<file path="config.mk">
export PLATFORM = sky130hd
export DESIGN_NAME = double_ended_queue_flat
export DESIGN_NICKNAME = d
export VERILOG_FILES = /design/src/rtl/dq_pkg.sv /design/src/rtl/dq_req_if.sv /design/src/rtl/dq_rsp_if.sv /design/src/rtl/dq_store.sv /design/src/rtl/double_ended_queue.sv /design/src/flat_wrapper.sv
export SDC_FILE = /design/constraint.sdc
export NUM_CORES = 1
export LEC_CHECK = 0
export BUFFER_PORTS_ARGS = -buffer_cell sky130_fd_sc_hd__buf_2
export CORE_MARGIN = 3
export CORE_UTILIZATION = 55
export CTS_BUF_LIST = sky130_fd_sc_hd__clkbuf_16
export DETAILED_ROUTE_END_ITERATION = 12
export PLACE_DENSITY = 0.71
export SLEW_MARGIN = 25
export SYNTH_ARGS = -nofsm -noshare
export SYNTH_HDL_FRONTEND = slang
export SYNTH_SLANG_ARGS = --single-unit
</file>
<file path="constraint.sdc">
create_clock -name clk -period 3.8 [get_ports clk]
set_input_delay 0.76 -clock clk [delete_from_list [all_inputs] [get_ports clk]]
set_output_delay 0.76 -clock clk [all_outputs]
set_load 0.1 [all_outputs]
</file>
<file path="src/rtl/dq_pkg.sv">
// Package for the double-ended queue: word field widths, request kinds,
// status codes and sequencer states. No dependencies.
package dq_pkg;

    localparam int KIND_W   = 4;
    localparam int WORD_W   = 32;
    localparam int POS_W    = 4;
    localparam int STATUS_W = 2;
    localparam int COUNT_W  = 5;

    typedef enum logic [KIND_W-1:0] {
        K_PUSH_BACK  = 4'd0,
        K_PUSH_FRONT = 4'd1,
        K_POP_FRONT  = 4'd2,
        K_POP_BACK   = 4'd3,
        K_READ       = 4'd4,
        K_REMOVE     = 4'd5,
        K_PEEK_FRONT = 4'd6,
        K_PEEK_BACK  = 4'd7,
        K_CLEAR      = 4'd8
    } dq_kind_t;

    typedef enum logic [STATUS_W-1:0] {
        ST_OK   = 2'd0,
        ST_MISS = 2'd1,
        ST_FULL = 2'd2
    } dq_status_t;

    typedef enum logic [3:0] {
        S_IDLE,
        S_EXEC,
        S_FETCH,
        S_RM_RD,
        S_RM_WR,
        S_PF_RD,
        S_PF_WR,
        S_PF_HEAD,
        S_DONE
    } dq_state_t;

endpackage

</file>
<file path="src/rtl/dq_req_if.sv">
// Request channel of the double-ended queue: valid/ready and the request word.
// Depends on dq_pkg for field widths.
interface dq_req_if import dq_pkg::*; ();
    logic              valid;
    logic              ready;
    logic [KIND_W-1:0] kind;
    logic [WORD_W-1:0] data_in;
    logic [POS_W-1:0]  position;

    modport source (output valid, output kind, output data_in, output position,
                    input ready);
    modport sink   (input valid, input kind, input data_in, input position,
                    output ready);
endinterface

</file>
<file path="src/rtl/dq_rsp_if.sv">
// Result channel of the double-ended queue: valid/ready and the result word.
// Depends on dq_pkg for field widths.
interface dq_rsp_if import dq_pkg::*; ();
    logic                valid;
    logic                ready;
    logic [WORD_W-1:0]   data_out;
    logic                data_valid;
    logic [STATUS_W-1:0] status;
    logic [COUNT_W-1:0]  entry_count;

    modport source (output valid, output data_out, output data_valid,
                    output status, output entry_count, input ready);
    modport sink   (input valid, input data_out, input data_valid,
                    input status, input entry_count, output ready);
endinterface

</file>
<file path="src/rtl/dq_store.sv">
// Entry store of the double-ended queue: one write port, one read port
// with registered read data. No dependencies.
module dq_store #(
    parameter int DEPTH      = 16,
    parameter int DATA_WIDTH = 32
) (
    input  logic                     clk,
    input  logic                     wr_en,
    input  logic [$clog2(DEPTH)-1:0] wr_addr,
    input  logic [DATA_WIDTH-1:0]    wr_data,
    input  logic                     rd_en,
    input  logic [$clog2(DEPTH)-1:0] rd_addr,
    output logic [DATA_WIDTH-1:0]    rd_data
);

    logic [DATA_WIDTH-1:0] mem [DEPTH];
    logic [DATA_WIDTH-1:0] rd_data_reg;

    always_ff @(posedge clk)
    begin
        if (wr_en)
        begin
            mem[wr_addr] <= wr_data;
        end
        if (rd_en)
        begin
            rd_data_reg <= mem[rd_addr];
        end
    end

    assign rd_data = rd_data_reg;

endmodule

</file>
<file path="src/rtl/double_ended_queue.sv">
// Top level of the double-ended queue: request sequencer and result register.
// Depends on dq_pkg, dq_req_if, dq_rsp_if and dq_store.
//
// Usage:
//   req carries one request word (kind, data_in, position); rsp returns one
//   result word (data_out, data_valid, status, entry_count) per request.
//   Words move when valid and ready are both high at a rising edge of clk.
//   One request is in work at a time; req.ready is high only while the
//   sequencer waits for a request. A result word waits in its output
//   register and the next request is taken meanwhile.
// Sequencing:
//   Push back, clear, peek, read, pop back and failed requests move no other
//   entry. Push front moves every entry up by one place; remove and pop front
//   move down every entry behind the one taken. Every entry moved is one read
//   and one write on the store, through the state pairs S_PF_RD/S_PF_WR and
//   S_RM_RD/S_RM_WR.
// Reset:
//   rst_n clears the entry count, the sequencer and the output valid flag;
//   the store itself is not cleared and is read only below the count.
// Stall:
//   while an earlier result waits and rsp.ready is low, a finished result
//   holds the sequencer in its final state; the waiting result word stays on rsp.
module double_ended_queue import dq_pkg::*; #(
    parameter int DEPTH      = 16,
    parameter int DATA_WIDTH = 32
) (
    input  logic     clk,
    input  logic     rst_n,
    dq_req_if.sink   req,
    dq_rsp_if.source rsp
);

    localparam int AW   = $clog2(DEPTH);
    localparam int CW   = $clog2(DEPTH + 1);
    localparam int CMPW = (CW > POS_W) ? CW : POS_W;

    dq_state_t             state_reg, state_next;
    logic [CW-1:0]         count_reg, count_next;
    logic                  out_valid_reg, out_valid_next;
    logic [KIND_W-1:0]     kind_reg, kind_next;
    logic [DATA_WIDTH-1:0] word_reg, word_next;
    logic [POS_W-1:0]      pos_reg, pos_next;
    logic [CW-1:0]         idx_reg, idx_next;
    logic                  res_dv_reg, res_dv_next;
    dq_status_t            res_status_reg, res_status_next;
    logic [WORD_W-1:0]     out_data_reg, out_data_next;
    logic                  out_dv_reg, out_dv_next;
    dq_status_t            out_status_reg, out_status_next;
    logic [COUNT_W-1:0]    out_count_reg, out_count_next;

    logic                  wr_en;
    logic [AW-1:0]         wr_addr;
    logic [DATA_WIDTH-1:0] wr_data;
    logic                  rd_en;
    logic [AW-1:0]         rd_addr;
    logic [DATA_WIDTH-1:0] rd_data;

    logic                  req_accept;
    logic                  out_free;
    logic                  empty;
    logic                  full;
    logic                  pos_miss;
    logic                  is_push;
    logic                  is_fetch;
    logic                  is_back;
    logic                  is_remover;
    logic [CW-1:0]         idx_inc;
    logic [CW-1:0]         idx_dec;
    logic [CW-1:0]         count_dec;
    logic                  fetch_last;
    logic                  rm_last;
    logic [CW-1:0]         target;
    logic [63:0]           in_wide;
    logic [63:0]           word_wide;
    logic [31:0]           count_wide;

    dq_store #(
        .DEPTH      (DEPTH),
        .DATA_WIDTH (DATA_WIDTH)
    ) u_store (
        .clk     (clk),
        .wr_en   (wr_en),
        .wr_addr (wr_addr),
        .wr_data (wr_data),
        .rd_en   (rd_en),
        .rd_addr (rd_addr),
        .rd_data (rd_data)
    );

    assign req.ready  = (state_reg == S_IDLE);
    assign req_accept = req.valid && req.ready;
    assign out_free   = !out_valid_reg || rsp.ready;

    assign empty      = (count_reg == '0);
    assign full       = (count_reg == CW'(DEPTH));
    assign pos_miss   = CMPW'(pos_reg) >= CMPW'(count_reg);
    assign is_push    = (kind_reg == K_PUSH_BACK) || (kind_reg == K_PUSH_FRONT);
    assign is_fetch   = (kind_reg == K_POP_FRONT) || (kind_reg == K_POP_BACK)
                     || (kind_reg == K_PEEK_FRONT) || (kind_reg == K_PEEK_BACK);
    assign is_back    = (kind_reg == K_POP_BACK) || (kind_reg == K_PEEK_BACK);
    assign is_remover = (kind_reg == K_POP_FRONT) || (kind_reg == K_POP_BACK)
                     || (kind_reg == K_REMOVE);
    assign idx_inc    = idx_reg + CW'(1);
    assign idx_dec    = idx_reg - CW'(1);
    assign count_dec  = count_reg - CW'(1);
    assign fetch_last = (idx_inc == count_reg);
    assign rm_last    = ((idx_reg + CW'(2)) == count_reg);
    assign target     = is_fetch ? (is_back ? count_dec : '0) : CW'(pos_reg);

    assign in_wide    = {32'b0, req.data_in};
    assign word_wide  = 64'(word_reg);
    assign count_wide = 32'(count_reg);

    always_comb
    begin
        state_next = state_reg;
        unique case (state_reg)
            S_IDLE:
            begin
                if (req_accept)
                begin
                    state_next = S_EXEC;
                end
            end
            S_EXEC:
            begin
                if (is_push)
                begin
                    if (full || kind_reg == K_PUSH_BACK || empty)
                    begin
                        state_next = S_DONE;
                    end
                    else
                    begin
                        state_next = S_PF_RD;
                    end
                end
                else if (is_fetch)
                begin
                    state_next = empty ? S_DONE : S_FETCH;
                end
                else if (kind_reg == K_READ || kind_reg == K_REMOVE)
                begin
                    state_next = pos_miss ? S_DONE : S_FETCH;
                end
                else
                begin
                    state_next = S_DONE;
                end
            end
            S_FETCH:
            begin
                state_next = (is_remover && !fetch_last) ? S_RM_RD : S_DONE;
            end
            S_RM_RD:
            begin
                state_next = S_RM_WR;
            end
            S_RM_WR:
            begin
                state_next = rm_last ? S_DONE : S_RM_RD;
            end
            S_PF_RD:
            begin
                state_next = S_PF_WR;
            end
            S_PF_WR:
            begin
                state_next = (idx_reg == CW'(1)) ? S_PF_HEAD : S_PF_RD;
            end
            S_PF_HEAD:
            begin
                state_next = S_DONE;
            end
            S_DONE:
            begin
                if (out_free)
                begin
                    state_next = S_IDLE;
                end
            end
            default:
            begin
                state_next = S_IDLE;
            end
        endcase
    end

    always_comb
    begin
        count_next      = count_reg;
        out_valid_next  = out_valid_reg && !rsp.ready;
        kind_next       = kind_reg;
        word_next       = word_reg;
        pos_next        = pos_reg;
        idx_next        = idx_reg;
        res_dv_next     = res_dv_reg;
        res_status_next = res_status_reg;
        out_data_next   = out_data_reg;
        out_dv_next     = out_dv_reg;
        out_status_next = out_status_reg;
        out_count_next  = out_count_reg;
        wr_en           = 1'b0;
        wr_addr         = idx_reg[AW-1:0];
        wr_data         = rd_data;
        rd_en           = 1'b0;
        rd_addr         = idx_reg[AW-1:0];
        unique case (state_reg)
            S_IDLE:
            begin
                if (req_accept)
                begin
                    kind_next = req.kind;
                    word_next = in_wide[DATA_WIDTH-1:0];
                    pos_next  = req.position;
                end
            end
            S_EXEC:
            begin
                res_dv_next     = 1'b0;
                res_status_next = ST_OK;
                if (is_push)
                begin
                    if (full)
                    begin
                        res_status_next = ST_FULL;
                    end
                    else if (kind_reg == K_PUSH_BACK || empty)
                    begin
                        wr_en      = 1'b1;
                        wr_addr    = count_reg[AW-1:0];
                        wr_data    = word_reg;
                        count_next = count_reg + CW'(1);
                    end
                    else
                    begin
                        idx_next = count_reg;
                    end
                end
                else if (is_fetch || kind_reg == K_READ || kind_reg == K_REMOVE)
                begin
                    if ((is_fetch && empty) || (!is_fetch && pos_miss))
                    begin
                        res_status_next = ST_MISS;
                    end
                    else
                    begin
                        rd_en       = 1'b1;
                        rd_addr     = target[AW-1:0];
                        idx_next    = target;
                        res_dv_next = 1'b1;
                    end
                end
                else if (kind_reg == K_CLEAR)
                begin
                    count_next = '0;
                end
            end
            S_FETCH:
            begin
                word_next = rd_data;
                if (is_remover && fetch_last)
                begin
                    count_next = count_dec;
                end
            end
            S_RM_RD:
            begin
                rd_en   = 1'b1;
                rd_addr = idx_inc[AW-1:0];
            end
            S_RM_WR:
            begin
                wr_en = 1'b1;
                if (rm_last)
                begin
                    count_next = count_dec;
                end
                else
                begin
                    idx_next = idx_inc;
                end
            end
            S_PF_RD:
            begin
                rd_en   = 1'b1;
                rd_addr = idx_dec[AW-1:0];
            end
            S_PF_WR:
            begin
                wr_en = 1'b1;
                if (idx_reg != CW'(1))
                begin
                    idx_next = idx_dec;
                end
            end
            S_PF_HEAD:
            begin
                wr_en      = 1'b1;
                wr_addr    = '0;
                wr_data    = word_reg;
                count_next = count_reg + CW'(1);
            end
            S_DONE:
            begin
                if (out_free)
                begin
                    out_valid_next  = 1'b1;
                    out_data_next   = res_dv_reg ? word_wide[WORD_W-1:0] : '0;
                    out_dv_next     = res_dv_reg;
                    out_status_next = res_status_reg;
                    out_count_next  = count_wide[COUNT_W-1:0];
                end
            end
            default:
            begin
            end
        endcase
    end

    always_ff @(posedge clk or negedge rst_n)
    begin
        if (!rst_n)
        begin
            state_reg     <= S_IDLE;
            count_reg     <= '0;
            out_valid_reg <= 1'b0;
        end
        else
        begin
            state_reg     <= state_next;
            count_reg     <= count_next;
            out_valid_reg <= out_valid_next;
        end
    end

    always_ff @(posedge clk)
    begin
        kind_reg       <= kind_next;
        word_reg       <= word_next;
        pos_reg        <= pos_next;
        idx_reg        <= idx_next;
        res_dv_reg     <= res_dv_next;
        res_status_reg <= res_status_next;
        out_data_reg   <= out_data_next;
        out_dv_reg     <= out_dv_next;
        out_status_reg <= out_status_next;
        out_count_reg  <= out_count_next;
    end

    assign rsp.valid       = out_valid_reg;
    assign rsp.data_out    = out_data_reg;
    assign rsp.data_valid  = out_dv_reg;
    assign rsp.status      = out_status_reg;
    assign rsp.entry_count = out_count_reg;

    a_count_bound: assert property (@(posedge clk) disable iff (!rst_n)
        count_reg <= CW'(DEPTH))
        else $error("entry count above depth");

    a_accept_exec: assert property (@(posedge clk) disable iff (!rst_n)
        req_accept |=> state_reg == S_EXEC)
        else $error("accepted request not taken into work");

    a_valid_ok: assert property (@(posedge clk) disable iff (!rst_n)
        (rsp.valid && rsp.data_valid) |-> rsp.status == ST_OK)
        else $error("result carries an entry with a failing status");

    a_zero_data: assert property (@(posedge clk) disable iff (!rst_n)
        (rsp.valid && !rsp.data_valid) |-> rsp.data_out == '0)
        else $error("result without entry carries nonzero data");

    a_shift_bound: assert property (@(posedge clk) disable iff (!rst_n)
        (state_reg == S_RM_WR) |-> idx_inc < count_reg)
        else $error("remove shift beyond last entry");

endmodule
</file>
<file path="src/flat_wrapper.sv">
// flat-port wrapper written by rule: the top's interface ports become plain ports
module double_ended_queue_flat import dq_pkg::*;
#(
    parameter int DEPTH      = 16,
    parameter int DATA_WIDTH = 32
)
  (clk, rst_n, req_valid, req_kind, req_data_in, req_position, req_ready, rsp_valid, rsp_data_out, rsp_data_valid, rsp_status, rsp_entry_count, rsp_ready);
  dq_req_if req_i ();
  dq_rsp_if rsp_i ();
  input  logic clk;
  input  logic rst_n;
  input wire logic [$bits(req_i.valid)-1:0] req_valid;
  input wire logic [$bits(req_i.kind)-1:0] req_kind;
  input wire logic [$bits(req_i.data_in)-1:0] req_data_in;
  input wire logic [$bits(req_i.position)-1:0] req_position;
  output wire logic [$bits(req_i.ready)-1:0] req_ready;
  output wire logic [$bits(rsp_i.valid)-1:0] rsp_valid;
  output wire logic [$bits(rsp_i.data_out)-1:0] rsp_data_out;
  output wire logic [$bits(rsp_i.data_valid)-1:0] rsp_data_valid;
  output wire logic [$bits(rsp_i.status)-1:0] rsp_status;
  output wire logic [$bits(rsp_i.entry_count)-1:0] rsp_entry_count;
  input wire logic [$bits(rsp_i.ready)-1:0] rsp_ready;
  assign req_i.valid = req_valid;
  assign req_i.kind = req_kind;
  assign req_i.data_in = req_data_in;
  assign req_i.position = req_position;
  assign req_ready = req_i.ready;
  assign rsp_valid = rsp_i.valid;
  assign rsp_data_out = rsp_i.data_out;
  assign rsp_data_valid = rsp_i.data_valid;
  assign rsp_status = rsp_i.status;
  assign rsp_entry_count = rsp_i.entry_count;
  assign rsp_i.ready = rsp_ready;
  double_ended_queue #(.DEPTH(DEPTH), .DATA_WIDTH(DATA_WIDTH)) u_core (.clk(clk), .rst_n(rst_n), .req(req_i), .rsp(rsp_i));
endmodule
</file>
# After elaboration in Yosys (flattened, before gate mapping)
# Memories as Yosys holds them, arrays and structs flattened. A register that Yosys moved wholly into a read port is not among the register bits.
# Index checks and enable logic that the tools add are counted.
[classes]
mux = 60
n_eq_ne = 34
reduce_logical = 38
order_cmp = 1
addsub = 5
[op_table]
columns = ["cell", "count"]
rows = [
  ["$mux 32", 4],
  ["$pmux 32 s2", 2],
  ["$mux 5", 16],
  ["$mux 4", 16],
  ["$pmux 4 s9", 1],
  ["$eq 4x3->1 const B", 8],
  ["$pmux 5 s4", 1],
  ["$eq 4x2->1 const B", 4],
  ["$pmux 5 s3", 1],
  ["$logic_or 1x1->1", 14],
  ["$reduce_and 7->1", 2],
  ["$pmux 4 s3", 1],
  ["$mux 1", 11],
  ["$add 5x1->5 const B", 2],
  ["$eq 5x5->1", 2],
  ["$sub 5x1->5 const B", 2],
  ["$ne 3x3->1 const B", 3],
  ["$eq 4x1->1 const B", 2],
  ["$eq 4x4->1 const B", 2],
  ["$logic_not 4->1", 2],
  ["$mux 2", 4],
  ["$ne 2x1->1 const B", 4],
  ["$pmux 4 s2", 1],
  ["$reduce_and 2->1", 4],
  ["17 further kinds", 29],
]
[totals]
mem_bits_rw = 512
inputBits = 44
wordCells = 152
n_memories = 1
output_inout_bits = 42
ff_bits = 98
[mem_list]
columns = ["memory", "depth", "width", "read_ports", "rd_clocked_by_memory_dff", "write_ports", "line", "source"]
rows = [
  ["u_core.u_store.mem", 16, 32, 1, 1, 1, "dq_store.sv:16", "logic [DATA_WIDTH-1:0] mem [DEPTH];"],
]

# Longest topological paths before layout
[logic_depth]
word_depth = 11
mapped_depth = 15
mapped_depth_nobuf = 10

# By module
# A second synthesis with hierarchy kept.
[unflattened]
cells_unflattened = 1296
hier_area_um2 = 25662.1
[by_module_without_submodules]
columns = ["mod", "instances", "area_per_inst_um2", "seq_area_each_um2", "cells_per_inst"]
rows = [
  ["dq_store", 1, 20155.6, 16335.7, 838],
  ["double_ended_queue", 1, 5506.5, 2892.8, 458],
]

# Least setup slack after synthesis
# OpenSTA, ideal clock, no wires.
[synth_path]
path_kind = "register to register"
startpoint = "register u_core.state_reg[1]"
endpoint = "register u_core.word_reg[0], enable pin"
path_buffers = 2
t_required_ns = 3.410
arrival_ns = 4.926
stages_incl_launch_ff = 6
setup_slack_ns = -1.516
period_less_slack_ns = 5.316
setup_time_ns = 0.390
cell_sequence = "dfrtp_1 -> buf_2 -> buf_1 -> nor4_1 -> nand2_1 -> nand2_1"
[synth_via]
elab_chain_cells = 4
word_cells_on_any_way = 6
classes_between = "eq/ne: 2; reduce/logical: 4"
[synth_rtl]
columns = ["item", "line", "source"]
rows = [
  ["from (decl)", "double_ended_queue.sv:37", "dq_state_t state_reg, state_next;"],
  ["from (signal assigned)", "double_ended_queue.sv:331", "state_reg <= state_next;"],
  ["$logic_not 4->1 *", "double_ended_queue.sv:90", "assign req.ready = (state_reg == S_IDLE);"],
  ["via req_ready", "flat_wrapper.sv:16", "output wire logic [$bits(req_i.ready)-1:0] req_ready;"],
  ["$logic_and 1x1->1", "double_ended_queue.sv:91", "assign req_accept = req.valid && req.ready;"],
  ["$ne 2x2->1 (no line)", "--", ""],
  ["$reduce_and 2->1 (no line) *", "--", ""],
  ["to (signal assigned)", "double_ended_queue.sv:340", "word_reg <= word_next;"],
  ["to (decl)", "double_ended_queue.sv:41", "logic [DATA_WIDTH-1:0] word_reg, word_next;"],
]
# The timed path passes the listed nets; every way through them passes the cells marked *.
# A chain may end at the register's enable or synchronous reset.

# Worst setup path after layout
[layout_path]
startpoint = "register u_core.kind_reg[3]"
endpoint = "register u_core.u_store.rd_data_reg[21], in the netlist u_core.u_store.rd_data[21] (read register of u_core.u_store.mem) (data pin)"
[layout_via]
elab_chain_cells = 11
word_cells_on_any_way = 29
classes_between = "eq/ne: 7; mux: 10; reduce/logical: 12"
[layout_rtl]
columns = ["item", "line", "source"]
rows = [
  ["from (decl)", "double_ended_queue.sv:40", "logic [KIND_W-1:0] kind_reg, kind_next;"],
  ["from (signal assigned)", "double_ended_queue.sv:339", "kind_reg <= kind_next;"],
  ["$eq 4x2->1 (on tied branches)", "double_ended_queue.sv:98, double_ended_queue.sv:100", ""],
  ["$logic_or 1x1->1", "double_ended_queue.sv:98", "assign is_fetch = (kind_reg == K_POP_FRONT) || (kind_reg == K_POP_BACK)"],
  ["$logic_or 1x1->1 (2 in series)", "double_ended_queue.sv:99", "|| (kind_reg == K_PEEK_FRONT) || (kind_reg == K_PEEK_BACK);"],
  ["$logic_not 1->1", "double_ended_queue.sv:242", "if ((is_fetch && empty) || (!is_fetch && pos_miss))"],
  ["$logic_and 1x1->1", "double_ended_queue.sv:242", ""],
  ["$logic_or 1x1->1", "double_ended_queue.sv:242", ""],
  ["$mux 4 or $mux 1 (tied branches)", "double_ended_queue.sv:242", ""],
  ["$mux 4 or $mux 1 (tied branches)", "double_ended_queue.sv:240", "else if (is_fetch || kind_reg == K_READ || kind_reg == K_REMOVE)"],
  ["$mux 4 or $mux 1 (tied branches)", "double_ended_queue.sv:222", "if (is_push)"],
  ["$pmux 4 s3 or $pmux 1 s2 (tied branches)", "double_ended_queue.sv:208", "unique case (state_reg)"],
  ["to (decl)", "dq_store.sv:17", "logic [DATA_WIDTH-1:0] rd_data_reg;"],
]
# Several ways; a longest one is shown, not always the timed one.

==> out/metrics.cfg <==
[critical_path]
startpoint_type=flip-flop
cp.arrival_ns=3.86
end_kind=flip-flop
worstPathMaxFanout=27
cp_data_required_time_ns=4.15
setup.worst_path.class=reg2reg

[cells_and_area]
multiInputGateArea_sq_um=6390
diodes=0
drive_gt1_frac=0.219
layout_common_cells=edfxtp_1, mux2i_1, o22ai_1
final_common_cell=edfxtp_1
stdcell_area_sq_um=29900
syn_to_final_growth_pct=15.4
nets=1725
top_register=u_core.u_store.mem
ff_latch_area_sq_um=19200
largest_register_ff_count=512
nFillCells=3163

[grt]
overflow=0
use_met2=0.392
top_usage_layer=met2
grt_max_degree=41
grt_first_pass_wirelength_um=90100
antenna_found_initial=1
grt_pass1_vias=14400
use_met1=0.333
track_usage=0.241
use_met3=0.0372

[clock_tree]
ctsResizeCount=0
clockRootBuffer=clkbuf_16
clkTransAtPathRegs_ns=0.07
htreeDepth=2
cts_buffer_depth=3
cts_setup_buffers=0
cts_num_sinks=642
cts_buffers=60
insertion_delay_ns=0.63
cts.hold.buffers_added=1
tritoncts=built

[floorplanning]
die-area_sq_um=49800
num_rows=78
initial_core_util=0.564
die_h_um=223
io_pins=86
die_w_um=223
coreArea_sq_um=46000

[timing]
hold_violations=0
max_slew_margin=0.391
finalCriticalPeriod_ns=3.50
rsz0062_at_grt=no
setup_viol=0
fin_crit_sh=0.922
fmax_ghz=0.285
tns_ns=0
fin_skew_ns=0.0232
tightest_slew_ns=0.903
slew_violations=0

[synth]
post_synth.cell_area_avg_sq_um=17.2
yosys.area.top_type_share=0.732
synth_area_sq_um=25900
synth_seq_cells=642
syn_nets=1561
synth_top_family_by_area=multiplexers
synth_top_area_cell=edfxtp_1
synth_xor_xnor_area_share=0.00540
synthArstFlopShare=0.0156
synth_compound_area_frac=0.0545
synthSimpleGateAreaFrac=0.0436
synth_fa_ha_area_frac=0.00627
synth_edf_count=632
synth_ff_type=edfxtp_1
yosysWarningCount=0
synth_mux_area_frac=0.129
synthTopCellsByArea=edfxtp_1, mux2i_1, mux2_2
ys_seq_area_frac=0.741
netlist_instances=1504
yosysUniqueCellTypes=61

[placement]
dpl_cell_area_sq_um=27900
place.gp.congestion=0.893
dp_hpwl_um=35200
portBuffers=85

[min_path]
min_path_type=in2reg

[power]
p_per_area_nw_per_um2=814
finalPower_uw=24400
peakVddDrop_mv=0.529
power.leakage_uw=0.0106

[route]
wl_per_cell_um=25.9
ant_nets=0
dr_total_vias=14300
dr.pass1.iters=5
drcViolationCount=0
wl_um=60000
drt-initial-drc-count=1506
viasPerCell=6.16

[flow_run]
cap_violations=0

[run_status]
outcome=finished, final reports clean

==> path summary, 6_finish.rpt <==
check / slack, ns / depth (start not counted) / startpoint / end
worst max-delay path: 0.30 / 8 / u_core.kind_reg[3] / u_core.u_store.rd_data[21]
worst min-delay path: 0.31 / 1 / req_kind[0] / u_core.kind_reg[0]
worst max register to register: 0.30 / 8 / u_core.kind_reg[3] / u_core.u_store.rd_data[21]
worst min register to register: 0.43 / 0 / u_core.res_status_reg[1] / u_core.rsp.status[1]
max in group asynchronous: 3.04 / 2 / rst_n / u_core.count_reg[1]
min in group asynchronous: 0.54 / 2 / rst_n / u_core.count_reg[4]
==> synth_stat cells (7+ instances only) <==
| master | count |
|---|---|
| o22ai_1 | 99 |
| clkbuf_1 | 47 |
| mux2i_1 | 260 |
| or4_1 | 32 |
| dfrtp_1 | 10 |
| buf_6 | 17 |
| mux2_2 | 65 |
| and2_1 | 33 |
| edfxtp_1 | 632 |
| ha_1 | 13 |
| nor3_1 | 7 |
| nand3_1 | 8 |
| o21ai_0 | 24 |
| a21oi_1 | 12 |
| o32ai_1 | 33 |
| a31oi_1 | 8 |
| nand2_1 | 41 |
| nor2b_1 | 7 |
| inv_1 | 13 |
| xnor2_1 | 10 |
| nor2_1 | 39 |
| buf_2 | 11 |
==> layout make-up <==
| class | count | share of cell area |
|---|---|---|
| Clock buffer | 61 | 0.0510 |
| Clock inverter | 49 | 0.0156 |
| Inverter | 13 | 0.00163 |
| Multi-Input combinational cell | 764 | 0.213 |
| Sequential cell | 642 | 0.642 |
| Tap cell | 600 | 0.0251 |
| Timing Repair Buffer | 187 | 0.0511 |
==> through the flow <==
| stage | hold WS [ns] | setup WS, ns | utilization | std cells |
|---|---|---|---|---|
| floorplan | 0.400 | -0.126 | - | 1504 |
| global placement | 0.407 | 0.283 | 0.607 | 2205 |
| detailed placement | 0.411 | 0.373 | 0.608 | 2205 |
| CTS | 0.278 | 0.352 | 0.651 | 2316 |
| global route | 0.293 | 0.145 | 0.651 | 2316 |
| finish | 0.310 | 0.296 | 0.651 | 2316 |
==> power breakdown <==
part / switching, uW / internal, uW / leakage [uW]
logic: 5500 / 3470 / 0.00374
registers: 292 / 9060 / 0.00586
clock network: 2550 / 3520 / 0.00103
total: 8340 / 16000 / 0.0106
==> worst max-delay path: stages, from the launching register on <==
cell and delay (ns):
edfxtp_1 0.50, nand2b_1 0.31, o311ai_0 0.81, a31o_2 0.29
a21o_4 0.16, buf_12 0.25, mux2i_1 0.26, o22ai_1 0.11
or4_1 0.51
==> layer usage <==
layer  vias up  wire length [um]
li1       6352                 -
met2       617             29100
met3       124              4820
met5         -                 0
met1      7174             24200
met4         0              1830
==> kinds of logic (layout without fill, tap and decap cells) <==
logic type / count (synthesis) / count (layout)
muxes: 325 / 325
DFF: 642 / 642
adders and majority gates: 13 / 13
AOI/OAI and AO/OA: 207 / 207
buffers and inverters: 98 / 310
and+or+nand+nor: 203 / 203
xor gates and xnor gates: 16 / 16
Note: power is estimated with default switching activity, not from simulation.
